<file path="config.mk">
export PLATFORM = sky130hd
export DESIGN_NAME = cpf_front
export DESIGN_NICKNAME = d
export VERILOG_FILES = /design/src/rtl/cpf_pkg.sv /design/src/rtl/cpf_front.sv
export SDC_FILE = /design/constraint.sdc
export NUM_CORES = 1
export LEC_CHECK = 0
export BUFFER_PORTS_ARGS = -buffer_cell sky130_fd_sc_hd__buf_2
export CORE_AREA = 2 2 251 253
export DETAILED_ROUTE_END_ITERATION = 10
export DIE_AREA = 0 0 253 255
export PLACE_DENSITY_LB_ADDON = 0.25
export RECOVER_POWER = 50
export SLEW_MARGIN = 0
export SYNTH_ARGS = -nofsm -noshare
export SYNTH_HDL_FRONTEND = slang
export SYNTH_SLANG_ARGS = --single-unit
</file>
<file path="constraint.sdc">
create_clock -name clk -period 14.1 [get_ports clk]
set_clock_uncertainty 0.2 [all_clocks]
set_input_delay 0.705 -clock clk [delete_from_list [all_inputs] [get_ports clk]]
set_output_delay 0.705 -clock clk [all_outputs]
set_load 0.05 [all_outputs]
</file>
<file path="src/rtl/cpf_pkg.sv">
// Package for the clip player with linear fades: item types, register codes, sizes.
// No dependencies.
package cpf_pkg;

	localparam int CLIP_FRAMES  = 65536;
	localparam int MAX_CHANNELS = 2;
	localparam int FRAME_W      = $clog2(CLIP_FRAMES);
	localparam int CH_W         = (MAX_CHANNELS > 1) ? $clog2(MAX_CHANNELS) : 1;
	localparam int STORE_DEPTH  = CLIP_FRAMES * MAX_CHANNELS;
	localparam int ADDR_W       = $clog2(STORE_DEPTH);
	localparam int LEN_W        = FRAME_W + 1;
	localparam int QUEUE_DEPTH  = 4;
	localparam int QPTR_W       = $clog2(QUEUE_DEPTH);

	typedef enum logic [1:0] {
		OP_LOAD   = 2'd0,
		OP_RENDER = 2'd1,
		OP_LOCATE = 2'd2,
		OP_NONE   = 2'd3
	} op_t;

	typedef enum logic [2:0] {
		REG_START    = 3'd0,
		REG_END      = 3'd1,
		REG_FADE_IN  = 3'd2,
		REG_FADE_OUT = 3'd3,
		REG_GAIN     = 3'd4,
		REG_CLIP_LEN = 3'd5,
		REG_CLIP_CH  = 3'd6,
		REG_OUT_CH   = 3'd7
	} reg_idx_t;

	typedef struct packed {
		logic [1:0]         operation;
		logic [15:0]        load_frame;
		logic [2:0]         load_channel;
		logic signed [15:0] load_sample;
		logic [31:0]        new_position;
	} in_item_t;

	typedef struct packed {
		logic [2:0]         out_channel;
		logic signed [15:0] out_sample;
		logic               written;
		logic               last;
	} out_item_t;

	// Classified render job handed from the front part to the back part.
	typedef struct packed {
		logic               active;
		logic [FRAME_W-1:0] frame;
		logic               do_in;
		logic [31:0]        in_num;
		logic [31:0]        in_den;
		logic               do_out;
		logic [31:0]        out_num;
		logic [31:0]        out_den;
		logic [3:0]         nout;
		logic [3:0]         cch;
		logic signed [15:0] gain;
	} job_t;

endpackage

</file>
<file path="src/rtl/cpf_front.sv">
// Front part: accepts items, holds position and configuration, classifies renders.
// Depends on cpf_pkg.
module cpf_front import cpf_pkg::*; (
	input  logic       clk,
	input  logic       arst_n,
	input  in_item_t   in_item,
	input  logic       in_valid,
	output logic       in_stall,
	input  logic [2:0] cfg_index,
	input  logic [31:0] cfg_data,
	input  logic       cfg_we,
	output job_t       job,
	output logic       job_push,
	input  logic       job_full,
	input  logic       render_busy,
	output logic       ld_we,
	output logic [ADDR_W-1:0] ld_addr,
	output logic signed [15:0] ld_data
);

	logic [31:0] start_q, end_q, fin_q, fout_q, pos_q;
	logic signed [15:0] gain_q;
	logic [16:0] clen_q;
	logic [3:0]  cch_q, nout_q;
	logic        acc;

	// Widened window arithmetic
	logic [32:0] st, en, len, eff_end, win, fin, fout, pos, ein;
	logic [3:0]  cch_c;
	logic        active;

	// Hold a load until every earlier render has read clip memory.
	assign in_stall = job_full
		|| ((op_t'(in_item.operation) == OP_LOAD) && render_busy);
	assign acc = in_valid && !in_stall;

	always_comb begin
		st  = {1'b0, start_q};
		en  = (end_q > start_q) ? {1'b0, end_q} : {1'b0, start_q};
		len = (clen_q < 17'(CLIP_FRAMES)) ? 33'(clen_q) : 33'(CLIP_FRAMES);
		eff_end = ((st + len) < en) ? st + len : en;
		pos = {1'b0, pos_q};
		cch_c = (cch_q < 4'(MAX_CHANNELS)) ? cch_q : 4'(MAX_CHANNELS);
		active = (len != 33'd0) && (cch_c != 4'd0) && (pos >= st) && (pos < eff_end);
		win  = eff_end - st;
		fin  = ({1'b0, fin_q} < win) ? {1'b0, fin_q} : win;
		fout = ({1'b0, fout_q} < win) ? {1'b0, fout_q} : win;
		ein  = eff_end - pos - 33'd1;
		job.active  = active;
		job.frame   = FRAME_W'(pos - st);
		job.do_in   = active && (fin != 33'd0) && (pos < st + fin);
		job.in_num  = 32'(pos - st);
		job.in_den  = 32'(fin);
		job.do_out  = active && (fout != 33'd0) && (pos >= eff_end - fout);
		job.out_num = 32'(ein);
		job.out_den = 32'(fout);
		job.nout    = (nout_q > 4'd8) ? 4'd8 : nout_q;
		job.cch     = cch_c;
		job.gain    = gain_q;
	end

	assign job_push = acc && (op_t'(in_item.operation) == OP_RENDER);
	assign ld_we = acc && (op_t'(in_item.operation) == OP_LOAD)
		&& (32'(in_item.load_frame) < 32'(CLIP_FRAMES))
		&& (32'(in_item.load_channel) < 32'(MAX_CHANNELS));
	assign ld_addr = ADDR_W'(32'(in_item.load_frame) * 32'(MAX_CHANNELS)
		+ 32'(in_item.load_channel));
	assign ld_data = in_item.load_sample;

	always_ff @(posedge clk or negedge arst_n) begin
		if (!arst_n) begin
			start_q <= '0; end_q <= '0; fin_q <= '0; fout_q <= '0;
			gain_q <= 16'sd4096; clen_q <= '0; cch_q <= '0; nout_q <= 4'd2;
			pos_q <= '0;
		end else begin
			if (cfg_we) begin
				unique case (reg_idx_t'(cfg_index))
					REG_START:    start_q <= cfg_data;
					REG_END:      end_q   <= cfg_data;
					REG_FADE_IN:  fin_q   <= cfg_data;
					REG_FADE_OUT: fout_q  <= cfg_data;
					REG_GAIN:     gain_q  <= cfg_data[15:0];
					REG_CLIP_LEN: clen_q  <= cfg_data[16:0];
					REG_CLIP_CH:  cch_q   <= cfg_data[3:0];
					REG_OUT_CH:   nout_q  <= cfg_data[3:0];
					default: ;
				endcase
			end
			if (acc) begin
				case (op_t'(in_item.operation))
					OP_RENDER: pos_q <= pos_q + 32'd1;
					OP_LOCATE: pos_q <= in_item.new_position;
					default: ;
				endcase
			end
		end
	end

	a_push: assert property (@(posedge clk) disable iff (!arst_n)
		job_push |-> !job_full) else $error("render pushed into full queue");
	a_load: assert property (@(posedge clk) disable iff (!arst_n)
		ld_we |-> !render_busy) else $error("load while renders outstanding");

endmodule

</file>
==> results.ini <==
[setup_path]
path_buf_inv=23
required_ns=13.19
path_common_cell=buf_4
crit_fanout=7
critPathMaxStageDelay_ns=0.45
critical_path.slowest_cell=a2111oi_4
reg2reg_setup_slack_ns=10.12
reg2reg_from=pos_q[1]
r2r-end=pos_q[31]
rr_worst_depth=9
cp-start-kind=flop
cp_top_family=compound AO/OA/AOI/OAI gates
critical_path_class=flop to output pin
end_kind=output pin
arrival_ns=14.47

[job]
cap_violations=7

[placed_design]
dp.cells=4542
dpl_worst_slack_ns=-1.12
place.gp.congestion=0.968
hpwlAfterDp_um=81200
port_buffers=280

[clock_network]
clkTransAtPathRegs_ns=0.06
cts.sinks=201
cts_max_level=1
cts_buffers=27
clk_latency_ns=0.58
cts-root-buf=clkbuf_16
clockBufferDepth=3
tritoncts=done

[die]
die_area_um2=64500
die_h_um=255
rows=92
die_x_um=253
ios=317
core_um2=62200
start_util_pct=39.6

[routing]
routed_wl_um=97800
drtIter0Drc=1744
routed-via-count=25374
wl_per_cell_um=21.0
ant_nets=0
drcViolationCount=0
via_per_inst=5.46
dr.pass1.iters=6

[min_path]
hp-start=in_item[0]
hold_class=input port to flop
min_to=pos_q[0]
holdPathStages=3

[timing]
max_slew.worst_pin.slew_ns=4.55
setup_viol=2
final_hold_viol_count=0
rsz0062_at_grt=true
period_share_pct=109
finalMaxSlewViolations=374
fmax_ghz=0.0651
fin_tns_setup_ns=-1.98
fin_crit_ns=15.37
fin_ws_ns=-1.27
max-slew-margin-rel_pct=-204

[synthesis]
seq_area_frac_synth_pct=20.5
syn_inst=2873
synth_edf_count=0
ys_ff_latch=201
synthFlopType=dfrtp_1
ys_warn_count=0
syn_area_um2=24600
synth.distinct_cells=89
avgSynthCellArea_um2=8.56
async_flop_share_pct=100

[grt]
grt_pass1_vias=24224
grt_pass1_wl_um=142000
antenna_found_initial=5
track_usage_pct=29.1
grt_remaining_overflow=0
grt_max_degree=70

[layout]
layout_commonest_cell=buf_4
layout.nets=4342
mostFrequentLayoutCells=715 x buf_4, 368 x ha_1, 254 x buf_2
area_growth_pct=39.7
drive_gt1_share_pct=35.5
fin_cells=4650
fin_util_pct=55.3

[outcome]
violations=max-capacitance violations, max-slew violations, negative setup slack
run_status=complete, but fails checks

==> registers in the layout, summed over array words and instances, names as in the netlist <==
name and count:
cch_q 4, clen_q 17, end_q 32, fin_q 32, fout_q 32, gain_q 16, nout_q 4, pos_q 32
start_q 32
==> worst max path at each step <==
| stage | startpoint | to | slack, ns | cells past startpoint |
|---|---|---|---|---|
| 6_report | start_q[0] | job[88] | -1.27 | 70 |
| 4_1_cts | clen_q[16] | job[88] | -1.23 | 72 |
| 3_3_place_gp | start_q[3] | job[88] | -0.92 | 66 |
| 3_5_place_dp | start_q[1] | job[88] | -1.12 | 68 |
| 2_1_floorplan | clen_q[16] | job[88] | -0.24 | 71 |
| 5_1_grt | clen_q[16] | job[88] | -1.90 | 72 |
==> cells in the mapped netlist (8+ instances only) <==
library cell	number	share of area [%]
a2111oi_0	9	0.32
a211o_1	12	0.43
a211oi_1	26	0.79
a21o_1	94	2.9
a21oi_1	219	4.5
a221oi_1	10	0.36
a22oi_1	10	0.31
a31oi_1	19	0.48
and2_1	14	0.36
and3_1	24	0.61
and4_1	8	0.28
buf_2	9	0.18
buf_4	40	1.2
clkbuf_1	50	0.76
dfrtp_1	199	20
ha_1	397	20
inv_1	223	3.4
mux2_1	55	2.5
mux2_2	134	6.1
mux2i_1	69	2.8
nand2_1	177	2.7
nand2b_1	34	0.86
nand3_1	52	1.1
nand4_1	51	1.3
nor2_1	152	2.3
nor2b_1	52	1.3
nor3_1	49	1.0
nor3b_1	8	0.24
nor4_1	39	0.99
o2111ai_1	9	0.32
o211ai_1	16	0.49
o21a_1	64	2.0
o21ai_0	183	3.7
o21ai_1	11	0.22
o21bai_1	24	0.73
o22ai_1	15	0.38
o31ai_1	9	0.27
or2_2	8	0.20
or3_1	15	0.38
xnor2_1	111	4.0
xor2_1	62	2.2
==> through the flow <==
step / area [um^2] / hold slack (ns)
finish: 34400 / 0.154
floorplan: 24800 / 0.209
CTS: 33500 / 0.143
global placement: 31900 / 0.281
global route: 34400 / 0.174
detailed placement: 31900 / 0.286
==> metal layers <==
layer | routed length [um] | up-vias | global-route usage, %
li1 | - | 12433 | -
met1 | 43700 | 12042 | 39.5
met2 | 42800 | 735 | 46.0
met3 | 6800 | 160 | 4.70
met4 | 4350 | 4 | 12.3
met5 | 23 | - | 0
==> worst min-delay path: stages <==
cell and delay (ns):
buf_2 0.08, nand3_1 0.06, nand2_1 0.06
==> final cells by class <==
cell class,count,area [um^2]
Timing Repair Buffer,1028,7130
Clock buffer,37,743
Sequential cell,201,5030
Tap cell,799,1000
Inverter,226,848
Multi-Input combinational cell,2344,19400
Antenna cell,2,5.00
Fill cell,5857,27800
Clock inverter,13,216
==> cell families after synthesis <==
logic type	after synthesis	share of synthesized area, %
compound gates	799	20.9
other cells	1	0.0152
xor+xnor	173	6.16
simple gates	707	14.4
flops	201	20.5
mux	258	11.5
fa+ha+maj	405	20.8
buf+inv	329	5.77
==> timing repair <==
item                                    4_1_cts  5_1_grt
gates resized for setup                     108      119
gates cloned                                  0        1
endpoints found under the setup margin        2        2
hold buffers                                  1        0
setup buffers                                31       26
endpoints found under the hold margin        67        0
pin swaps                                    60       64
Power is left out: the tool's default activity adds up to more than one toggle a clock period on the data nets, which glitch-free logic cannot reach.
