[config.mk]
export PLATFORM = sky130hd
export DESIGN_NAME = cpf_queue
export DESIGN_NICKNAME = d
export VERILOG_FILES = /design/src/rtl/cpf_pkg.sv /design/src/rtl/cpf_queue.sv
export SDC_FILE = /design/constraint.sdc
export NUM_CORES = 1
export LEC_CHECK = 0
export BUFFER_PORTS_ARGS = -buffer_cell sky130_fd_sc_hd__buf_2
export CAP_MARGIN = 20
export CORE_MARGIN = 2
export CORE_UTILIZATION = 50
export CTS_BUF_LIST = sky130_fd_sc_hd__clkbuf_8
export DETAILED_ROUTE_END_ITERATION = 10
export GPL_TIMING_DRIVEN = 0
export PLACE_DENSITY = 0.8
export RECOVER_POWER = 50
export SLEW_MARGIN = 20
export SYNTH_ARGS = -nofsm -noshare
export SYNTH_HDL_FRONTEND = slang
export SYNTH_SLANG_ARGS = --single-unit
[constraint.sdc]
create_clock -name clk -period 7.1 [get_ports clk]
set_input_delay 0.71 -clock clk [delete_from_list [all_inputs] [get_ports clk]]
set_output_delay 0.71 -clock clk [all_outputs]
set_load 0.01 [all_outputs]
[src/rtl/cpf_pkg.sv]
// Package for the clip player with linear fades: item types, register codes, sizes.
// No dependencies.
package cpf_pkg;

	localparam int CLIP_FRAMES  = 65536;
	localparam int MAX_CHANNELS = 2;
	localparam int FRAME_W      = $clog2(CLIP_FRAMES);
	localparam int CH_W         = (MAX_CHANNELS > 1) ? $clog2(MAX_CHANNELS) : 1;
	localparam int STORE_DEPTH  = CLIP_FRAMES * MAX_CHANNELS;
	localparam int ADDR_W       = $clog2(STORE_DEPTH);
	localparam int LEN_W        = FRAME_W + 1;
	localparam int QUEUE_DEPTH  = 4;
	localparam int QPTR_W       = $clog2(QUEUE_DEPTH);

	typedef enum logic [1:0] {
		OP_LOAD   = 2'd0,
		OP_RENDER = 2'd1,
		OP_LOCATE = 2'd2,
		OP_NONE   = 2'd3
	} op_t;

	typedef enum logic [2:0] {
		REG_START    = 3'd0,
		REG_END      = 3'd1,
		REG_FADE_IN  = 3'd2,
		REG_FADE_OUT = 3'd3,
		REG_GAIN     = 3'd4,
		REG_CLIP_LEN = 3'd5,
		REG_CLIP_CH  = 3'd6,
		REG_OUT_CH   = 3'd7
	} reg_idx_t;

	typedef struct packed {
		logic [1:0]         operation;
		logic [15:0]        load_frame;
		logic [2:0]         load_channel;
		logic signed [15:0] load_sample;
		logic [31:0]        new_position;
	} in_item_t;

	typedef struct packed {
		logic [2:0]         out_channel;
		logic signed [15:0] out_sample;
		logic               written;
		logic               last;
	} out_item_t;

	// Classified render job handed from the front part to the back part.
	typedef struct packed {
		logic               active;
		logic [FRAME_W-1:0] frame;
		logic               do_in;
		logic [31:0]        in_num;
		logic [31:0]        in_den;
		logic               do_out;
		logic [31:0]        out_num;
		logic [31:0]        out_den;
		logic [3:0]         nout;
		logic [3:0]         cch;
		logic signed [15:0] gain;
	} job_t;

endpackage

[src/rtl/cpf_queue.sv]
// Short job queue between front and back parts.
// Depends on cpf_pkg.
module cpf_queue import cpf_pkg::*; (
	input  logic clk,
	input  logic arst_n,
	input  job_t push_job,
	input  logic push,
	output logic full,
	output job_t pop_job,
	input  logic pop,
	output logic nonempty
);

	job_t mem_q [QUEUE_DEPTH];
	logic [QPTR_W-1:0] wp_q, rp_q;
	logic [QPTR_W:0]   cnt_q;

	assign full = (cnt_q == (QPTR_W+1)'(QUEUE_DEPTH));
	assign nonempty = (cnt_q != '0);
	assign pop_job = mem_q[rp_q];

	always_ff @(posedge clk) begin
		if (push && !full) mem_q[wp_q] <= push_job;
	end

	always_ff @(posedge clk or negedge arst_n) begin
		if (!arst_n) begin
			wp_q <= '0; rp_q <= '0; cnt_q <= '0;
		end else begin
			if (push && !full) wp_q <= wp_q + 1'b1;
			if (pop && nonempty) rp_q <= rp_q + 1'b1;
			cnt_q <= cnt_q + (QPTR_W+1)'(push && !full) - (QPTR_W+1)'(pop && nonempty);
		end
	end

	a_no_under: assert property (@(posedge clk) disable iff (!arst_n)
		!nonempty |-> cnt_q == '0) else $error("count broken");
	a_bound: assert property (@(posedge clk) disable iff (!arst_n)
		cnt_q <= (QPTR_W+1)'(QUEUE_DEPTH)) else $error("queue overflow");
	a_grow: assert property (@(posedge clk) disable iff (!arst_n)
		(push && !full && !pop) |=> cnt_q == $past(cnt_q) + 1'b1)
		else $error("push lost");

endmodule

==> results.toml, run 1 <==
[sta]
rsz0062_at_grt = "false"
tightestPinTransition_ns = 1.97
finalMaxSlewViolations = 80
max_freq_ghz = 0.254
hold_violations = 0
timing.final.crit_share_pct = 55.4
fin_hold_ws_ns = 0.275
fin_skew_ns = 0.0305
relSlewSlack_pct = -31.2
finalSetupViolations = 0
fin_crit_ns = 3.93

[placed_design]
numPortBuffers = 347
place.gp.congestion = 0.723
hpwl_um = 33200

[clock_tree]
clock_path_buffers = 3
cts_max_level = 3
cts_tree = "yes"
cts.clk_slew.worst_paths_ns = 0.06
cts_buffers = 106
cts_resized = 0
holdBufCountCts = 1
clock_sinks = 691
ctsRootBufferMaster = "clkbuf_8"
clock_latency_ns = 0.68
post_cts_buffers = 0

[yosys]
syn_area_sq_um = 25200
yosysWarnings = 0
ys_ff_latch = 691
netlist_instances = 933
synth_cell_types = 20
syn_avg_cell_area_sq_um = 27.0
synth_nets = 1115
synth_seq_area_share_pct = 82.4

[drt]
dr.pass1.iters = 4
routed_wirelength_um = 49600
routedWlPerCell_um = 22.8
routed_via_density = 5.40
num_vias = 11714
first_iter_violations = 651
detail-route-antenna-nets = 0
drc_errors = 0

[floorplan]
die-height_um = 228
coreArea_sq_um = 49900
rows = 82
start_util_pct = 50.4
die_x_um = 228
die_area_sq_um = 52100
io_pins = 348

[grt]
grt_overflow = 0
grt_pass1_vias = 12784
antenna_found_initial = 4
grt_pass1_wl_um = 75200
grt_max_degree = 41
grt.total_usage_pct = 19.4

[power_and_ir_drop]
power_mw = 12.5
p_leak_nw = 9.93
vdd_ir_drop_max_mv = 0.301
p_per_area_nw_per_um2 = 417

[worst_setup_path]
cp_data_required_time_ns = 6.39
cp_max_fo = 10
crit_path_end_kind = "output port"
cp-start-kind = "flip-flop"
cp.arrival_ns = 3.22
crit_type = "reg -> out"

[outcome]
status = "finished, violations left"
violations = "capacitance limit, slew limit"

[hold_path]
hold_class = "in -> reg"

[flow_run]
drv_cap = 3

[layout]
drive_gt1_share_pct = 35.7
syn2layout_area_growth_pct = 18.8
fin_nets = 1589
==> logic make-up after synthesis <==
family	Yosys count	synth area share [%]
xor+xnor	4	0.139
flops	691	82.4
fa+ha+maj	7	0.378
compound gates	4	0.129
simple gates	13	0.418
mux	171	15.3
buf+inv	43	1.27
==> through the flow <==
step	setup TNS (ns)	cell area, sq um	worst slack, ns	util (%)	cells
3_3_place_gp	-944.69	27700	-1.42	55.6	1952
4_1_cts	0	30200	3.63	60.5	2167
2_1_floorplan	0	25200	1.87	-	933
5_1_grt	0	29900	2.82	59.9	2167
6_report	0	29900	3.17	59.9	2171
3_5_place_dp	0	28100	4.23	56.4	1970
==> worst paths after layout <==
path / to / slack (ns) / cells after the start / startpoint
setup / recovery: pop_job[165] / 3.17 / 4 / rp_q[0]
hold / removal: mem_q[0][142] / 0.28 / 1 / push_job[142]
setup reg to reg: mem_q[1][30] / 3.19 / 5 / cnt_q[2]
hold reg to reg: wp_q[1] / 0.64 / 2 / wp_q[1]
max in group asynchronous: rp_q[0] / 6.33 / 2 / arst_n
min in group asynchronous: wp_q[1] / 0.48 / 2 / arst_n
==> area by class of cell <==
type | count | area, sq um
antenna | 4 | 10.0
buffer | 38 | 290
clock buffer | 113 | 1560
clock inverter | 83 | 460
fill | 3515 | 20000
inverter | 5 | 18.8
multi-input combinational | 199 | 4120
sequential | 691 | 20700
tap | 672 | 841
timing repair buffer | 366 | 1880
==> cells in the mapped netlist <==
master	number	area (sq um)
and3b_1	4	35.0
nor3b_2	1	12.5
buf_6	17	191
inv_1	5	18.8
o311ai_0	1	8.76
buf_4	2	15.0
o31a_1	1	8.76
xor2_1	1	8.76
buf_2	19	95.1
or3_1	1	6.26
o211ai_1	2	15.0
mux4_2	171	3850
edfxtp_1	684	20500
dfrtp_1	7	175
ha_1	6	75.1
xnor2_1	3	26.3
fa_1	1	20.0
nand4bb_1	2	22.5
nand2b_1	4	25.0
nand2_1	1	3.75
==> metal layers <==
metal	up-vias	track usage, %	part of all wire (%)
li1	5047	-	-
met1	6151	23.4	37
met2	420	32.6	51
met3	94	6.61	8.7
met4	2	7.15	2.7
met5	-	0	0.026
==> power by group <==
| group | leakage, nW | switching, mW | total [mW] | internal (mW) |
|---|---|---|---|---|
| Clock | 1.14 | 1.45 | 3.07 | 1.62 |
| Combinational | 2.44 | 2.11 | 3.85 | 1.74 |
| Sequential | 6.35 | 0.182 | 5.55 | 5.37 |
| Total | 9.93 | 3.74 | 12.5 | 8.73 |
==> placed cells by master (no fill, tap or decap), types with 5 or more instances in the layout <==
master | netlist | final
inv_1 | 5 | 37
edfxtp_1 | 684 | 684
ha_1 | 6 | 6
clkinv_1 | 0 | 29
buf_16 | 0 | 5
clkbuf_8 | 0 | 113
buf_6 | 17 | 16
buf_2 | 19 | 194
dfrtp_1 | 7 | 7
clkbuf_1 | 0 | 177
buf_12 | 0 | 10
clkinv_2 | 0 | 11
mux4_2 | 171 | 171
==> critical path, stage by stage (launching register included) <==
cell and delay [ns]:
dfrtp_1 0.36, clkbuf_1 0.71, clkbuf_1 0.71, mux4_2 0.62, buf_2 0.16
==> sequential cells by signal (all words and copies together), names as in the netlist <==
name / cells
mem_q: 684
wp_q: 2
rp_q: 2
cnt_q: 3
(Power assumes the default switching activity.)
==> run 2: changes to the inputs <==
- ABC_AREA: not set -> 1
- PLACE_DENSITY: 0.8 -> 0.82
- clock period: 7.1 -> 3.35 ns (I/O delays scaled with it)
==> run 2 against run 1 <==
Net effect: the flow still finishes with violations (capacitance limit, slew limit); worst setup slack got worse by 2.9 ns; register-to-register slack got worse by 2.9 ns; combinational power rose to 3.1 times the previous value; cell count increased by 69%; first-iteration DRC count rose to 3.0 times the previous value; sequential cell count unchanged; die area increased by 8.2%; clock skew up 0.014 ns; largest cell class unchanged.
==> results.toml, run 2 <==
[outcome]
status = "finished, violations left"
violations = "capacitance limit, slew limit"

[drt]
drc_errors = 0
dr.pass1.iters = 5
detail-route-antenna-nets = 0
routed_via_density = 5.36
routedWlPerCell_um = 20.3
num_vias = 19668
first_iter_violations = 1934
routed_wirelength_um = 74500

[power_and_ir_drop]
internal-power_mw = 18.3
netSwitchingPower_mw = 11.6
vdd_ir_drop_max_mv = 0.663
p_clk_share_pct = 21.4
p_leak_nw = 13.4
p_per_area_nw_per_um2 = 878
p_comb_share_pct = 39.4
swShare_pct = 38.8
seqPwrFrac_pct = 39.2

[floorplan]
die-height_um = 238
die_x_um = 238
rows = 85
die_area_sq_um = 56400
coreArea_sq_um = 53900
start_util_pct = 50.6
io_pins = 348

[yosys]
yosysTopAreaCell = "edfxtp_1"
syn_avg_cell_area_sq_um = 12.3
yosysTopAreaCellShare_pct = 75.3
yosysMostFrequentCell = "edfxtp_1"
synthTopCellsByArea = "edfxtp_1 75%, nand2_1 7.3%, o21ai_0 6.2%"
syn_area_sq_um = 27300
yosys-top-cells-count = "684 x edfxtp_1, 532 x nand2_1, 347 x nor2_1"
synth_edf_count = 684
netlist_instances = 2224
async_flop_share_pct = 1.01
synth_cell_types = 16
synth_seq_area_share_pct = 76.0
yosysWarnings = 0
synth_ff_type = "edfxtp_1"
synth_nets = 2406
ys_ff_latch = 691

[grt]
grtUsageMet1_pct = 30.7
top_usage_layer = "met2"
grt_use_met2_pct = 45.9
grt_overflow = 0
grt_max_degree = 24
grt_pass1_vias = 20005
grt_pass1_wl_um = 111000
grt.total_usage_pct = 25.9
antenna_found_initial = 6
grtUsageMet3_pct = 5.97

[sta]
timing.final.crit_share_pct = 92.8
max_freq_ghz = 0.322
hold_violations = 0
fin_setup_tns_ns = 0
finalSetupViolations = 0
finalMaxSlewViolations = 6
tightestPinTransition_ns = 1.57
fin_skew_ns = 0.0450
fin_crit_ns = 3.11
relSlewSlack_pct = -4.95
rsz0062_at_grt = "false"

[worst_setup_path]
max_stage_delay_ns = 0.44
crit_path_end_kind = "output port"
cp.arrival_ns = 2.77
cp-start-kind = "flip-flop"
cp_max_fo = 10
path_cells = "inv_2 -> buf_2 -> buf_1 -> o21ai_0 -> nand2_1 -> buf_2"
reg2reg_from = "cnt_q[1]"
crit_slowest_cell = "buf_1"
ff2ff_path_depth = 7
cp_data_required_time_ns = 3.01
timing.rr.end = "mem_q[1][39]"
crit_type = "reg -> out"
path_common_cell = "buf_2"
r2r_setup_slack_ns = 0.30

[placed_design]
numPortBuffers = 347
hpwl_um = 44900
place.gp.congestion = 0.807
place_inst = 3301

[layout]
final_common_cell = "edfxtp_1"
fin_nets = 3069
top_regs = "mem_q: 684 flops, cnt_q: 3 flops"
multi_input_area_sq_um = 5140
nFillCells = 3793
drive_gt1_share_pct = 13.4
largest_reg_flops = 684
seqCellArea_sq_um = 20700
stdcell_count = 3672
final_cell_mix = "684 x edfxtp_1, 532 x nand2_1, 345 x nor2_1"
syn2layout_area_growth_pct = 25.1
regMostFlops = "mem_q"

[hold_path]
hold_path_depth = 2
hold_class = "in -> reg"
holdCritStartpoint = "push_job[120]"
hold_path_end = "mem_q[2][120]"

[clock_tree]
cts_tree = "yes"
clock_sinks = 691
cts.clk_slew.worst_paths_ns = 0.07
holdBufCountCts = 175
clock_latency_ns = 0.72
clock_path_buffers = 3
cts_resized = 0
cts_buffers = 105
cts_max_level = 3
ctsRootBufferMaster = "clkbuf_8"
post_cts_buffers = 0

[flow_run]
drv_cap = 1
## run 2: cell types whose count changed after synthesis, moves of 16 or more
| cell | before | now |
|---|---|---|
| nor2_1 | 0 | 347 |
| o21ai_0 | 0 | 336 |
| mux4_2 | 171 | 0 |
| inv_1 | 5 | 186 |
| buf_6 | 17 | 33 |
| nand2_1 | 1 | 532 |
| clkbuf_1 | 0 | 41 |
## run 2: cells by family after synthesis
group,synth area share [%]
AOI/OAI and AO/OA,6.28
and+or+nand+nor,12.2
DFF,76.0
buffers and inverters,5.21
adders and majority gates,0.349
## run 2: area by class of cell
type,count,share of cell area [%]
Clock buffer,108,4.36
Inverter,188,2.07
Tap cell,696,2.55
Buffer,112,2.10
Clock inverter,83,1.20
Antenna cell,5,0.0367
Sequential cell,691,60.7
Timing Repair Buffer,556,11.9
Multi-Input combinational cell,1233,15.1
## run 2: how the worst max path moves through the flow
| stage | end | start | depth (start not counted) |
|---|---|---|---|
| detailed placement | mem_q[0][114] | cnt_q[1] | 8 |
| floorplan | mem_q[0][0] | cnt_q[1] | 4 |
| global placement | mem_q[0][84] | cnt_q[1] | 4 |
| global route | pop_job[155] | rp_q[0] | 6 |
| finish | pop_job[155] | rp_q[0] | 6 |
| CTS | pop_job[155] | rp_q[0] | 6 |
## run 2: worst max-delay path: cells and delay by family, from the launching register on
kind,cells,cell delay [ns]
AOI/OAI and AO/OA,1,0.21
buffers and inverters,4,1.31
DFF,1,0.40
and+or+nand+nor,1,0.15
## run 2: power groups by stage
stage,Combinational (mW),Sequential [mW],Clock [mW]
final,11.8,11.7,6.40
after global routing,12.7,11.8,6.85
after CTS,11.6,11.7,6.43
after detailed placement,11.4,11.9,0
after global placement,10.5,12.1,0
after floorplan,6.27,11.9,0
## run 2: stage by stage
| stage | instance area, sq um | power, mW | utilization (%) | hold WS, ns | worst slack (ns) |
|---|---|---|---|---|---|
| 3_3_place_gp | 29900 | 22.6 | 55.5 | 0.170 | -2.36 |
| 3_5_place_dp | 30700 | 23.3 | 56.9 | 0.177 | 0.704 |
| 2_1_floorplan | 27300 | 18.2 | - | 0.0394 | -0.301 |
| 5_1_grt | 34100 | 31.4 | 63.2 | 0.425 | 0.0657 |
| 6_report | 34100 | 29.9 | 63.2 | 0.426 | 0.243 |
| 4_1_cts | 34300 | 29.7 | 63.7 | 0.314 | 0.169 |
## run 2: per-layer routing
metal	share of wire, %	vias to the layer above
li1	-	8853
met1	36	9486
met2	51	1124
met3	9.5	197
met4	3.2	8
met5	0.075	-
==> run 3: changes to the inputs <==
- REMOVE_ABC_BUFFERS: not set -> 1
==> run 3 against run 2 <==
Net effect: the run now ends clean; global-route usage is 2.7 points lower; via count shrank 4.1%; cell area fell by 0.46%; fmax down 1.4%; sequential share of layout area grew 0.29 points; combinational power decreased by 8%; non-clock buffer count down 96; largest cell class unchanged; highest routed layer is now met4.
==> results.toml, run 3 (synthesized netlist as in run 2, its figures left out) <==
[drt]
routed_via_density = 5.29
drc_errors = 0
detail-route-antenna-nets = 0
routedWlPerCell_um = 18.6
routed_wirelength_um = 66500
num_vias = 18868
first_iter_violations = 1497
dr.pass1.iters = 8

[clock_tree]
cts_max_level = 3
clock_latency_ns = 0.69
cts_resized = 0
cts_tree = "yes"
cts.clk_slew.worst_paths_ns = 0.07
cts_buffers = 108
clock_path_buffers = 3
ctsRootBufferMaster = "clkbuf_8"
clock_sinks = 691

[sta]
fin_crit_ns = 3.15
rsz0062_at_grt = "false"
fin_setup_tns_ns = 0
setup_slack_ns = 0.198
hold_violations = 0
tightestPinTransition_ns = 1.36
fin_skew_ns = 0.0275
max_freq_ghz = 0.317
finalMaxSlewViolations = 0
timing.final.crit_share_pct = 94.1
relSlewSlack_pct = 9.30
finalSetupViolations = 0

[floorplan]
die_x_um = 238
start_util_pct = 50.6
coreArea_sq_um = 53900
rows = 85
io_pins = 348
die_area_sq_um = 56400
die-height_um = 238

[worst_setup_path]
cp_max_fo = 19
cp.arrival_ns = 3.53
crit_path_end_kind = "flip-flop"
cp_data_required_time_ns = 3.73
cp-start-kind = "flip-flop"
crit_type = "reg -> reg"
ff2ff_path_depth = 8

[placed_design]
place.gp.congestion = 0.756
place_inst = 3202
numPortBuffers = 347
hpwl_um = 37200
pre_cts_slack_ns = 0.541

[power_and_ir_drop]
p_per_area_nw_per_um2 = 867
vdd_ir_drop_max_mv = 1.18
p_leak_nw = 13.3

[layout]
stdcell_count = 3570
drive_gt1_share_pct = 12.4
top_regs = "mem_q: 684 flops, cnt_q: 3 flops"
final_cell_mix = "684 x edfxtp_1, 532 x nand2_1, 344 x nor2_1"
syn2layout_area_growth_pct = 24.5
largest_reg_flops = 684
final_common_cell = "edfxtp_1"
fin_nets = 2976
regMostFlops = "mem_q"

[hold_path]
hold_path_depth = 2
hold_class = "in -> reg"

[grt]
antenna_found_initial = 3
grt_pass1_wl_um = 102000
grt_max_degree = 133
grt_overflow = 0
grt_pass1_vias = 19835
grt.total_usage_pct = 23.2

[outcome]
status = "finished clean"

[flow_run]
drv_cap = 0
run 3: final timing paths:
| path | end | from | slack (ns) |
|---|---|---|---|
| worst min-delay path | mem_q[1][116] | push_job[116] | 0.44 |
| worst max-delay path | mem_q[0][147] | cnt_q[1] | 0.20 |
| worst min register to register | cnt_q[0] | cnt_q[0] | 0.58 |
| worst max register to register | mem_q[0][147] | cnt_q[1] | 0.20 |
| min in group asynchronous | cnt_q[0] | arst_n | 0.64 |
| max in group asynchronous | rp_q[0] | arst_n | 2.41 |
run 3: area by class of cell:
cell class                 count  area, sq um
fill                        3716        20000
sequential                   691        20700
multi-input combinational   1233         5140
antenna                        3         7.51
clock buffer                 110         1510
tap                          696          871
inverter                     188          721
clock inverter                77          526
timing repair buffer         572         4450
run 3: critical path, cell delays in order, from the launching register on:
cell	delay [ns]
dfrtp_1	0.41
nor2_1	0.10
nand2_1	0.15
nand2_1	0.23
nor2_2	1.09
buf_16	0.26
buf_16	0.19
buf_12	0.19
buf_16	0.17
run 3: layer usage:
metal	up-vias	routed length [um]	GRT usage (%)	part of all wire (%)
li1	8673	-	-	-
met1	9121	24200	25.6	36
met2	874	34600	41.7	52
met3	200	5290	5.95	8.0
met4	0	2440	11.6	3.7
met5	-	0	0	0
run 3: repair_timing:
| action | in CTS | in global routing |
|---|---|---|
| hold buffers | 175 | 0 |
| hold endpoints to repair | 695 | 0 |
| endpoints found under the setup margin | 23 | 25 |
| gates cloned | 0 | 0 |
| buffers inserted | 2 | 1 |
run 3: through the flow:
stage | power, mW | area, sq um | hold WS, ns | util, %
6_report | 29.4 | 33900 | 0.436 | 63.0
5_1_grt | 31.0 | 33900 | 0.389 | 63.0
4_1_cts | 29.2 | 34200 | 0.305 | 63.5
3_5_place_dp | 22.2 | 30400 | 0.180 | 56.4
3_3_place_gp | 17.2 | 29200 | 0.177 | 54.1
2_1_floorplan | 16.9 | 26600 | 0.0394 | -
run 3: power by group:
part,internal [mW],switching (mW),total (mW)
sequential,11.3,0.414,11.8
clock,3.58,3.22,6.80
combinational,3.63,7.25,10.9
total,18.6,10.9,29.4
